`config.mk`:
```
export PLATFORM = sky130hd
export DESIGN_NAME = matrix_pad_scan_report_core
export DESIGN_NICKNAME = d
export VERILOG_FILES = /design/src/design/mpsr_pkg.sv /design/src/design/mpsr_decode.sv /design/src/design/matrix_pad_scan_report_core.sv
export SDC_FILE = /design/constraint.sdc
export NUM_CORES = 1
export LEC_CHECK = 0
export BUFFER_PORTS_ARGS = -buffer_cell sky130_fd_sc_hd__buf_2
export CAP_MARGIN = 20
export CORE_ASPECT_RATIO = 1.75
export CORE_MARGIN = 4
export CORE_UTILIZATION = 54
export CTS_CLUSTER_DIAMETER = 60
export DETAILED_ROUTE_END_ITERATION = 8
export PLACE_DENSITY = 0.8
export SKIP_LAST_GASP = 1
export SLEW_MARGIN = 25
export SYNTH_ARGS = -nofsm -noshare
export SYNTH_HDL_FRONTEND = slang
export SYNTH_SLANG_ARGS = --single-unit
```
`constraint.sdc`:
```
create_clock -name clk -period 4 [get_ports clk]
set_input_delay 0.4 -clock clk [delete_from_list [all_inputs] [get_ports clk]]
set_output_delay 0.4 -clock clk [all_outputs]
set_load 0.02 [all_outputs]
```
`src/design/mpsr_pkg.sv`:
```
`timescale 1ns / 1ps

package mpsr_pkg;

  // Matrix geometry
  localparam int unsigned NUM_COLS = 4;
  localparam int unsigned COL_W    = 2;
  localparam int unsigned ROW_W    = 6;
  localparam logic [COL_W-1:0] LAST_COL = 2'd3;

  // Settle counter and register widths
  localparam int unsigned CNT_W    = 16;
  localparam int unsigned SETTLE_W = 16;
  localparam int unsigned CMP_W    = ((CNT_W > SETTLE_W) ? CNT_W : SETTLE_W) + 1;
  localparam logic [SETTLE_W-1:0] SETTLE_RESET = 16'd2;

  // Configuration map
  localparam int unsigned CFG_ADDR_W = 2;
  localparam int unsigned CFG_DATA_W = 32;
  localparam logic [CFG_ADDR_W-1:0] REG_SETTLE_TICKS = 2'd0;

  // Axis codes
  localparam logic [7:0] AXIS_CENTER = 8'h80;
  localparam logic [7:0] AXIS_MIN    = 8'h00;
  localparam logic [7:0] AXIS_MAX    = 8'hff;

  // Row bit positions within one column sample
  localparam int unsigned ROW_FIRE  = 0;  // option / C / B / A
  localparam int unsigned ROW_PAUSE = 1;
  localparam int unsigned ROW_R2    = 2;  // 9 / 8 / 7 / south
  localparam int unsigned ROW_R3    = 3;  // 6 / 5 / 4 / west
  localparam int unsigned ROW_R4    = 4;  // 3 / 2 / 1 / east
  localparam int unsigned ROW_R5    = 5;  // hash / 0 / star / north

  typedef logic [ROW_W-1:0] sample_t;

  typedef struct packed {
    logic       hi;
    logic [7:0] mid;
    logic [7:0] lo;
    logic [7:0] y;
    logic [7:0] x;
  } report_t;

  localparam report_t REPORT_RESET = '{hi: 1'b0, mid: 8'h00, lo: 8'h00,
                                       y: AXIS_CENTER, x: AXIS_CENTER};
  localparam report_t REPORT_ZERO  = '{hi: 1'b0, mid: 8'h00, lo: 8'h00,
                                       y: 8'h00, x: 8'h00};

endpackage

```
`src/design/mpsr_decode.sv`:
```
`timescale 1ns / 1ps

module mpsr_decode (
  input  mpsr_pkg::sample_t c0,
  input  mpsr_pkg::sample_t c1,
  input  mpsr_pkg::sample_t c2,
  input  mpsr_pkg::sample_t c3,
  output mpsr_pkg::report_t report
);

  // Rows are active low: invert once, then a 1 means pressed.
  mpsr_pkg::sample_t p0, p1, p2, p3;

  assign p0 = ~c0;
  assign p1 = ~c1;
  assign p2 = ~c2;
  assign p3 = ~c3;

  always_comb begin
    report = mpsr_pkg::REPORT_RESET;

    // West beats east, north beats south.
    if (p3[mpsr_pkg::ROW_R3]) begin
      report.x = mpsr_pkg::AXIS_MIN;
    end else if (p3[mpsr_pkg::ROW_R4]) begin
      report.x = mpsr_pkg::AXIS_MAX;
    end
    if (p3[mpsr_pkg::ROW_R5]) begin
      report.y = mpsr_pkg::AXIS_MIN;
    end else if (p3[mpsr_pkg::ROW_R2]) begin
      report.y = mpsr_pkg::AXIS_MAX;
    end

    report.lo = {p0[mpsr_pkg::ROW_R4], p1[mpsr_pkg::ROW_R4], p2[mpsr_pkg::ROW_R4],
                 p3[mpsr_pkg::ROW_PAUSE],
                 p0[mpsr_pkg::ROW_FIRE], p1[mpsr_pkg::ROW_FIRE],
                 p2[mpsr_pkg::ROW_FIRE], p3[mpsr_pkg::ROW_FIRE]};

    report.mid = {p1[mpsr_pkg::ROW_R5], p2[mpsr_pkg::ROW_R5],
                  p0[mpsr_pkg::ROW_R2], p1[mpsr_pkg::ROW_R2], p2[mpsr_pkg::ROW_R2],
                  p0[mpsr_pkg::ROW_R3], p1[mpsr_pkg::ROW_R3], p2[mpsr_pkg::ROW_R3]};

    report.hi = p0[mpsr_pkg::ROW_R5];
  end

endmodule

```
`src/design/matrix_pad_scan_report_core.sv`:
```
`timescale 1ns / 1ps
// An accepted input beat yields its result beat in the next cycle.
// Throughput: one beat per cycle while out_tready holds; the result register frees
// itself when the consumer takes its beat in the same cycle, so input never waits on decode.
// Reset (rst_n low, synchronous): column 0, count 0, report centered with no
// buttons, first-scan flag set, settle_ticks back to 2, result channel empty.

module matrix_pad_scan_report_core (
  input  logic                                 clk,
  input  logic                                 rst_n,

  // Tick channel
  input  logic                                 in_tvalid,
  output logic                                 in_tready,
  input  logic [7:0]                           in_tdata,   // [5:0] row_lines, [7:6] zero

  // Result channel
  output logic                                 out_tvalid,
  input  logic                                 out_tready,
  // [3:0] column_drive_n, [11:4] x_axis, [19:12] y_axis, [27:20] buttons_low,
  // [35:28] buttons_mid, [36] buttons_high, [39:37] zero
  output logic [39:0]                          out_tdata,
  output logic                                 out_tuser,  // [0] report_ready

  // Configuration port
  input  logic                                 cfg_psel,
  input  logic                                 cfg_penable,
  input  logic                                 cfg_pwrite,
  input  logic [mpsr_pkg::CFG_ADDR_W-1:0]      cfg_paddr,
  input  logic [mpsr_pkg::CFG_DATA_W-1:0]      cfg_pwdata,
  output logic [mpsr_pkg::CFG_DATA_W-1:0]      cfg_prdata,
  output logic                                 cfg_pready
);

  // ---------------------------------------------------------------------------
  // Configuration register
  // ---------------------------------------------------------------------------
  logic [mpsr_pkg::SETTLE_W-1:0] settle_ticks_r, settle_ticks_nxt;
  logic                          cfg_wr;

  assign cfg_pready = 1'b1;
  assign cfg_wr     = cfg_psel & cfg_penable & cfg_pwrite & cfg_pready;

  always_comb begin
    settle_ticks_nxt = settle_ticks_r;
    if (cfg_wr && (cfg_paddr == mpsr_pkg::REG_SETTLE_TICKS)) begin
      settle_ticks_nxt = cfg_pwdata[mpsr_pkg::SETTLE_W-1:0];
    end
  end

  always_comb begin
    unique case (cfg_paddr)
      mpsr_pkg::REG_SETTLE_TICKS:
        cfg_prdata = {{(mpsr_pkg::CFG_DATA_W - mpsr_pkg::SETTLE_W){1'b0}}, settle_ticks_r};
      default: cfg_prdata = '0;
    endcase
  end

  // ---------------------------------------------------------------------------
  // Handshake: take a beat whenever the result register is empty or drains.
  // ---------------------------------------------------------------------------
  logic out_valid_r, out_valid_nxt;
  logic accept;

  assign in_tready = ~out_valid_r | out_tready;
  assign accept    = in_tvalid & in_tready;

  always_comb begin
    out_valid_nxt = out_valid_r;
    if (accept) begin
      out_valid_nxt = 1'b1;
    end else if (out_tready) begin
      out_valid_nxt = 1'b0;
    end
  end

  // ---------------------------------------------------------------------------
  // Scan state
  // ---------------------------------------------------------------------------
  logic [mpsr_pkg::COL_W-1:0] col_r, col_nxt;
  logic [mpsr_pkg::CNT_W-1:0] cnt_r, cnt_nxt;
  logic                       first_r, first_nxt;
  mpsr_pkg::report_t          report_r, report_nxt;
  mpsr_pkg::report_t          last_r, last_nxt;
  logic [mpsr_pkg::NUM_COLS-1:0] drive_r, drive_nxt;
  logic                       ready_r, ready_nxt;

  // Samples of the first three columns; the last column decodes straight
  // from the incoming rows, so it never needs storing.
  mpsr_pkg::sample_t samples_r [mpsr_pkg::NUM_COLS-1];

  mpsr_pkg::sample_t rows;
  mpsr_pkg::report_t decoded;
  logic [mpsr_pkg::CMP_W-1:0] need;
  logic [mpsr_pkg::CMP_W-1:0] cnt_inc;
  logic                       sample_now;

  assign rows = in_tdata[mpsr_pkg::ROW_W-1:0];

  // A settle time of zero behaves as one tick.
  assign need = (settle_ticks_r == '0) ? mpsr_pkg::CMP_W'(1)
                                       : mpsr_pkg::CMP_W'(settle_ticks_r);
  assign cnt_inc = mpsr_pkg::CMP_W'(cnt_r) + mpsr_pkg::CMP_W'(1);

  // Sample on the last settle tick, or when the counter saturates.
  assign sample_now = (cnt_inc >= need) || (cnt_r == {mpsr_pkg::CNT_W{1'b1}});

  mpsr_decode u_decode (
    .c0     (samples_r[0]),
    .c1     (samples_r[1]),
    .c2     (samples_r[2]),
    .c3     (rows),
    .report (decoded)
  );

  always_comb begin
    col_nxt    = col_r;
    cnt_nxt    = cnt_r;
    first_nxt  = first_r;
    report_nxt = report_r;
    last_nxt   = last_r;
    drive_nxt  = drive_r;
    ready_nxt  = ready_r;
    if (accept) begin
      // Column driven during this tick.
      drive_nxt = ~(mpsr_pkg::NUM_COLS'(1) << col_r);
      ready_nxt = 1'b0;
      if (sample_now) begin
        cnt_nxt = '0;
        col_nxt = col_r + mpsr_pkg::COL_W'(1);
        if (col_r == mpsr_pkg::LAST_COL) begin
          report_nxt = decoded;
          // Flag the report only on the first scan or when it changed.
          if (first_r || (decoded != last_r)) begin
            ready_nxt = 1'b1;
            first_nxt = 1'b0;
            last_nxt  = decoded;
          end
        end
      end else begin
        cnt_nxt = cnt_inc[mpsr_pkg::CNT_W-1:0];
      end
    end
  end

  always_ff @(posedge clk) begin
    if (!rst_n) begin
      settle_ticks_r <= mpsr_pkg::SETTLE_RESET;
      out_valid_r    <= 1'b0;
      col_r          <= '0;
      cnt_r          <= '0;
      first_r        <= 1'b1;
      report_r       <= mpsr_pkg::REPORT_RESET;
      last_r         <= mpsr_pkg::REPORT_ZERO;
      drive_r        <= '1;
      ready_r        <= 1'b0;
    end else begin
      settle_ticks_r <= settle_ticks_nxt;
      out_valid_r    <= out_valid_nxt;
      col_r          <= col_nxt;
      cnt_r          <= cnt_nxt;
      first_r        <= first_nxt;
      report_r       <= report_nxt;
      last_r         <= last_nxt;
      drive_r        <= drive_nxt;
      ready_r        <= ready_nxt;
    end
  end

  // Capture rows into the sample of the column being finished.
  always_ff @(posedge clk) begin
    for (int i = 0; i < mpsr_pkg::NUM_COLS - 1; i++) begin
      if (accept && sample_now && (col_r == mpsr_pkg::COL_W'(i))) begin
        samples_r[i] <= rows;
      end
    end
  end

  // ---------------------------------------------------------------------------
  // Result beat: report fields always show the current report.
  // ---------------------------------------------------------------------------
  assign out_tvalid = out_valid_r;
  assign out_tuser  = ready_r;
  assign out_tdata  = {3'b000, report_r.hi, report_r.mid, report_r.lo,
                       report_r.y, report_r.x, drive_r};

endmodule
```
==> results.sh <==
export IMPL_ir_worst_vdd_v=0.000320
export IMPL_final_util_pct=62.3
export IMPL_drc_errors=0
export IMPL_power_density_mw_per_mm2=357
export IMPL_power_frac_clock_pct=40.0
export IMPL_grt_util_met2_pct=41.8
export IMPL_ios=125
export IMPL_diodes=0
export IMPL_tritoncts="done"
export IMPL_first_global_vias=4110
export IMPL_vias=4226
export IMPL_die_w_um=82.0
export IMPL_fin_skew_ns=0.00924
export IMPL_tightest_slew_ns=0.691
export IMPL_dp_cells=750
export IMPL_drive_above_1_share_pct=19.7
export IMPL_rsz0062_at_grt="false"
export IMPL_seq_area_frac_synth_pct=40.9
export IMPL_finalSetupTns_ns=0
export IMPL_ys_ff_latch=98
export IMPL_grt_util_met3_pct=5.04
export IMPL_detail_route_antenna_nets=0
export IMPL_die_area_sq_mm=0.0113
export IMPL_final_nets=709
export IMPL_muxShareOfSynthArea_pct=8.13
export IMPL_setup_slack_ns=0.211
export IMPL_initial_core_util_pct=54.9
export IMPL_worst_setup_path_end_kind="flip-flop"
export IMPL_synth_most_common_cell="nand2_1"
export IMPL_avgSynthCellArea_sq_um=8.97
export IMPL_synth_xor_area_share_pct=5.25
export IMPL_grt_max_degree=68
export IMPL_fin_area_sq_mm=0.00586
export IMPL_leakage_nw=2.51
export IMPL_hold_viol_final=0
export IMPL_power_frac_seq_pct=49.2
export IMPL_setup_viol=0
export IMPL_synthAdderAreaFrac_pct=5.08
export IMPL_finalCritPeriodShare_pct=94.7
export IMPL_drtIter0Drc=164
export IMPL_post_cts_resized=0
export IMPL_detail_route_wl_per_cell_um=15.7
export IMPL_ys_warn_count=0
export IMPL_crit_type="flip-flop to flip-flop"
export IMPL_instances_no_fill=766
export IMPL_cap_violations=0
export IMPL_status="finished, final reports clean"
export IMPL_p_int_w=0.00152
export IMPL_post_cts_buffers=0
export IMPL_cts_root_buffer="clkbuf_16"
export IMPL_gp_congestion=0.887
export IMPL_synth_cells=576
export IMPL_yosys_area_top_type="dfxtp_1"
export IMPL_hold_class="input pin to flip-flop"
export IMPL_path_clk_slew_ns=0.07
export IMPL_antenna_found_initial=0
export IMPL_post_dp_cell_area_sq_mm=0.00554
export IMPL_clock_latency_ns=0.35
export IMPL_synth_simple_area_share_pct=20.6
export IMPL_synth_enable_flop_cells=15
export IMPL_power_frac_comb_pct=10.8
export IMPL_netlist_area_sq_mm=0.00517
export IMPL_netlist_area_leader_share_pct=32.1
export IMPL_synth_common_cells="nand2_1 (109), dfxtp_1 (83), mux2i_1 (42)"
export IMPL_p_sw_share_pct=27.2
export IMPL_numPortBuffers=86
export IMPL_arrival_ns=3.85
export IMPL_dp_hpwl_mm=8.92
export IMPL_grtUsageMet1_pct=21.4
export IMPL_coreArea_sq_mm=0.00941
export IMPL_overflow=0
export IMPL_clockBufferDepth=2
export IMPL_async_reset_ff_share_pct=0
export IMPL_routed_wl_mm=12.0
export IMPL_grt_busiest_layer="met2"
export IMPL_routed_via_density=5.52
export IMPL_synth_compound_area_share_pct=10.3
export IMPL_core_rowCount=47
export IMPL_crit_fanout=6
export IMPL_required_ns=4.06
export IMPL_synthFlopType="dfxtp_1"
export IMPL_synth_area_leaders="dfxtp_1 (32%), edfxtp_1 (8.7%), mux2i_1 (8.1%)"
export IMPL_cts_sinks=98
export IMPL_cts_buffers=9
export IMPL_areaGrowthSynthToFinish_pct=13.4
export IMPL_synth_top_family_by_area="simple AND/OR/NAND/NOR gates"
export IMPL_grt_use_total_pct=22.0
export IMPL_cts_max_level=3
export IMPL_max_slew_margin_pct=54.0
export IMPL_fin_crit_ns=3.79
export IMPL_fp_dieH_um=137
export IMPL_cts_hold_buf=0
export IMPL_netlist_cell_type_count=50
export IMPL_cp_start_kind="flip-flop"
export IMPL_drv_slew=0
export IMPL_timing_fmax_mhz=264
export IMPL_grt_pass1_wl_mm=18.9
export IMPL_dr_pass1_iters=6
export IMPL_power_switching_w=0.000569
export IMPL_dp_worst_setup_slack_ns=0.191
-- cell usage in the layout (no fill, tap or decap), types with 9 or more instances in the layout --
cell type / count
a21boi_0: 23
and2_1: 12
buf_2: 85
buf_4: 12
clkbuf_16: 9
conb_1: 20
dfxtp_1: 83
edfxtp_1: 15
ha_1: 21
inv_1: 25
mux2i_1: 42
nand2_1: 109
nand2b_1: 19
nand4_1: 10
nor2_1: 12
nor3_1: 21
xnor2_1: 27
-- worst max-delay path: stages, from the launching register on --
cell and delay [ns]:
dfxtp_1 0.42, ha_1 0.26, nand3_1 0.16, buf_4 0.20
or3_1 0.40, xnor2_1 0.16, ha_1 0.31, nand4_1 0.14
or4_1 0.55, a31oi_2 0.28, or3_4 0.20, nor2_1 0.10
nor2_1 0.16, buf_4 0.17
-- per-stage QoR --
| step | total power, W | hold WS, ns |
|---|---|---|
| floorplan | 0.00121 | 0.433 |
| global placement | 0.00126 | 0.443 |
| detailed placement | 0.00127 | 0.452 |
| CTS | 0.00210 | 0.283 |
| global route | 0.00217 | 0.289 |
| finish | 0.00209 | 0.294 |
-- flip-flops by register name, indices dropped and copies added, names as in the netlist --
signal	count
cnt_r	16
drive_r	4
out_tuser	1
out_tvalid	1
col_r	2
out_tdata	21
samples_r	15
last_r	21
settle_ticks_r	16
first_r	1
-- final timing paths --
path / to / cells past startpoint / slack, ns / from
worst max-delay path: samples_r[0][17]$_DFFE_PP_ / 13 / 0.21 / cnt_r[0]$_SDFFE_PN0P_
worst max register to register: samples_r[0][17]$_DFFE_PP_ / 13 / 0.21 / cnt_r[0]$_SDFFE_PN0P_
worst min register to register: out_tdata[21]$_SDFFE_PN0P_ / 2 / 0.46 / out_tdata[21]$_SDFFE_PN0P_
worst min-delay path: samples_r[0][12]$_DFFE_PP_ / 1 / 0.29 / in_tdata[0]
-- power by group through the flow --
stage | Combinational, W | Clock [W] | Sequential, W
final | 0.000225 | 0.000837 | 0.00103
after global routing | 0.000243 | 0.000891 | 0.00103
after CTS | 0.000216 | 0.000853 | 0.00103
after detailed placement | 0.000214 | 0 | 0.00105
after global placement | 0.000205 | 0 | 0.00105
after floorplan | 0.000160 | 0 | 0.00105
-- routing by layer --
| metal | up-vias | part of all wire (%) |
|---|---|---|
| met5 | - | 0 |
| met4 | 0 | 3.9 |
| met3 | 32 | 5.2 |
| met2 | 143 | 55 |
| met1 | 2007 | 36 |
| li1 | 2044 | - |
-- cell families (layout without fill, tap and decap cells) --
logic type | count (synthesis) | in the layout
buffers and inverters | 90 | 140
multiplexers | 42 | 42
other | 2 | 20
XOR/XNOR | 31 | 31
AO/OA/AOI/OAI | 71 | 71
adder cells (fa/ha/maj) | 21 | 21
AND/OR/NAND/NOR | 221 | 221
flip-flops | 98 | 98
-- layout make-up --
cell class / count / area, sq um
sequential: 98 / 2110
clock inverter: 7 / 61.3
timing repair buffer: 99 / 556
multi-input combinational: 406 / 2660
fill: 818 / 3550
inverter: 25 / 93.8
tap: 122 / 153
clock buffer: 9 / 225
(Power assumes the default switching activity.)
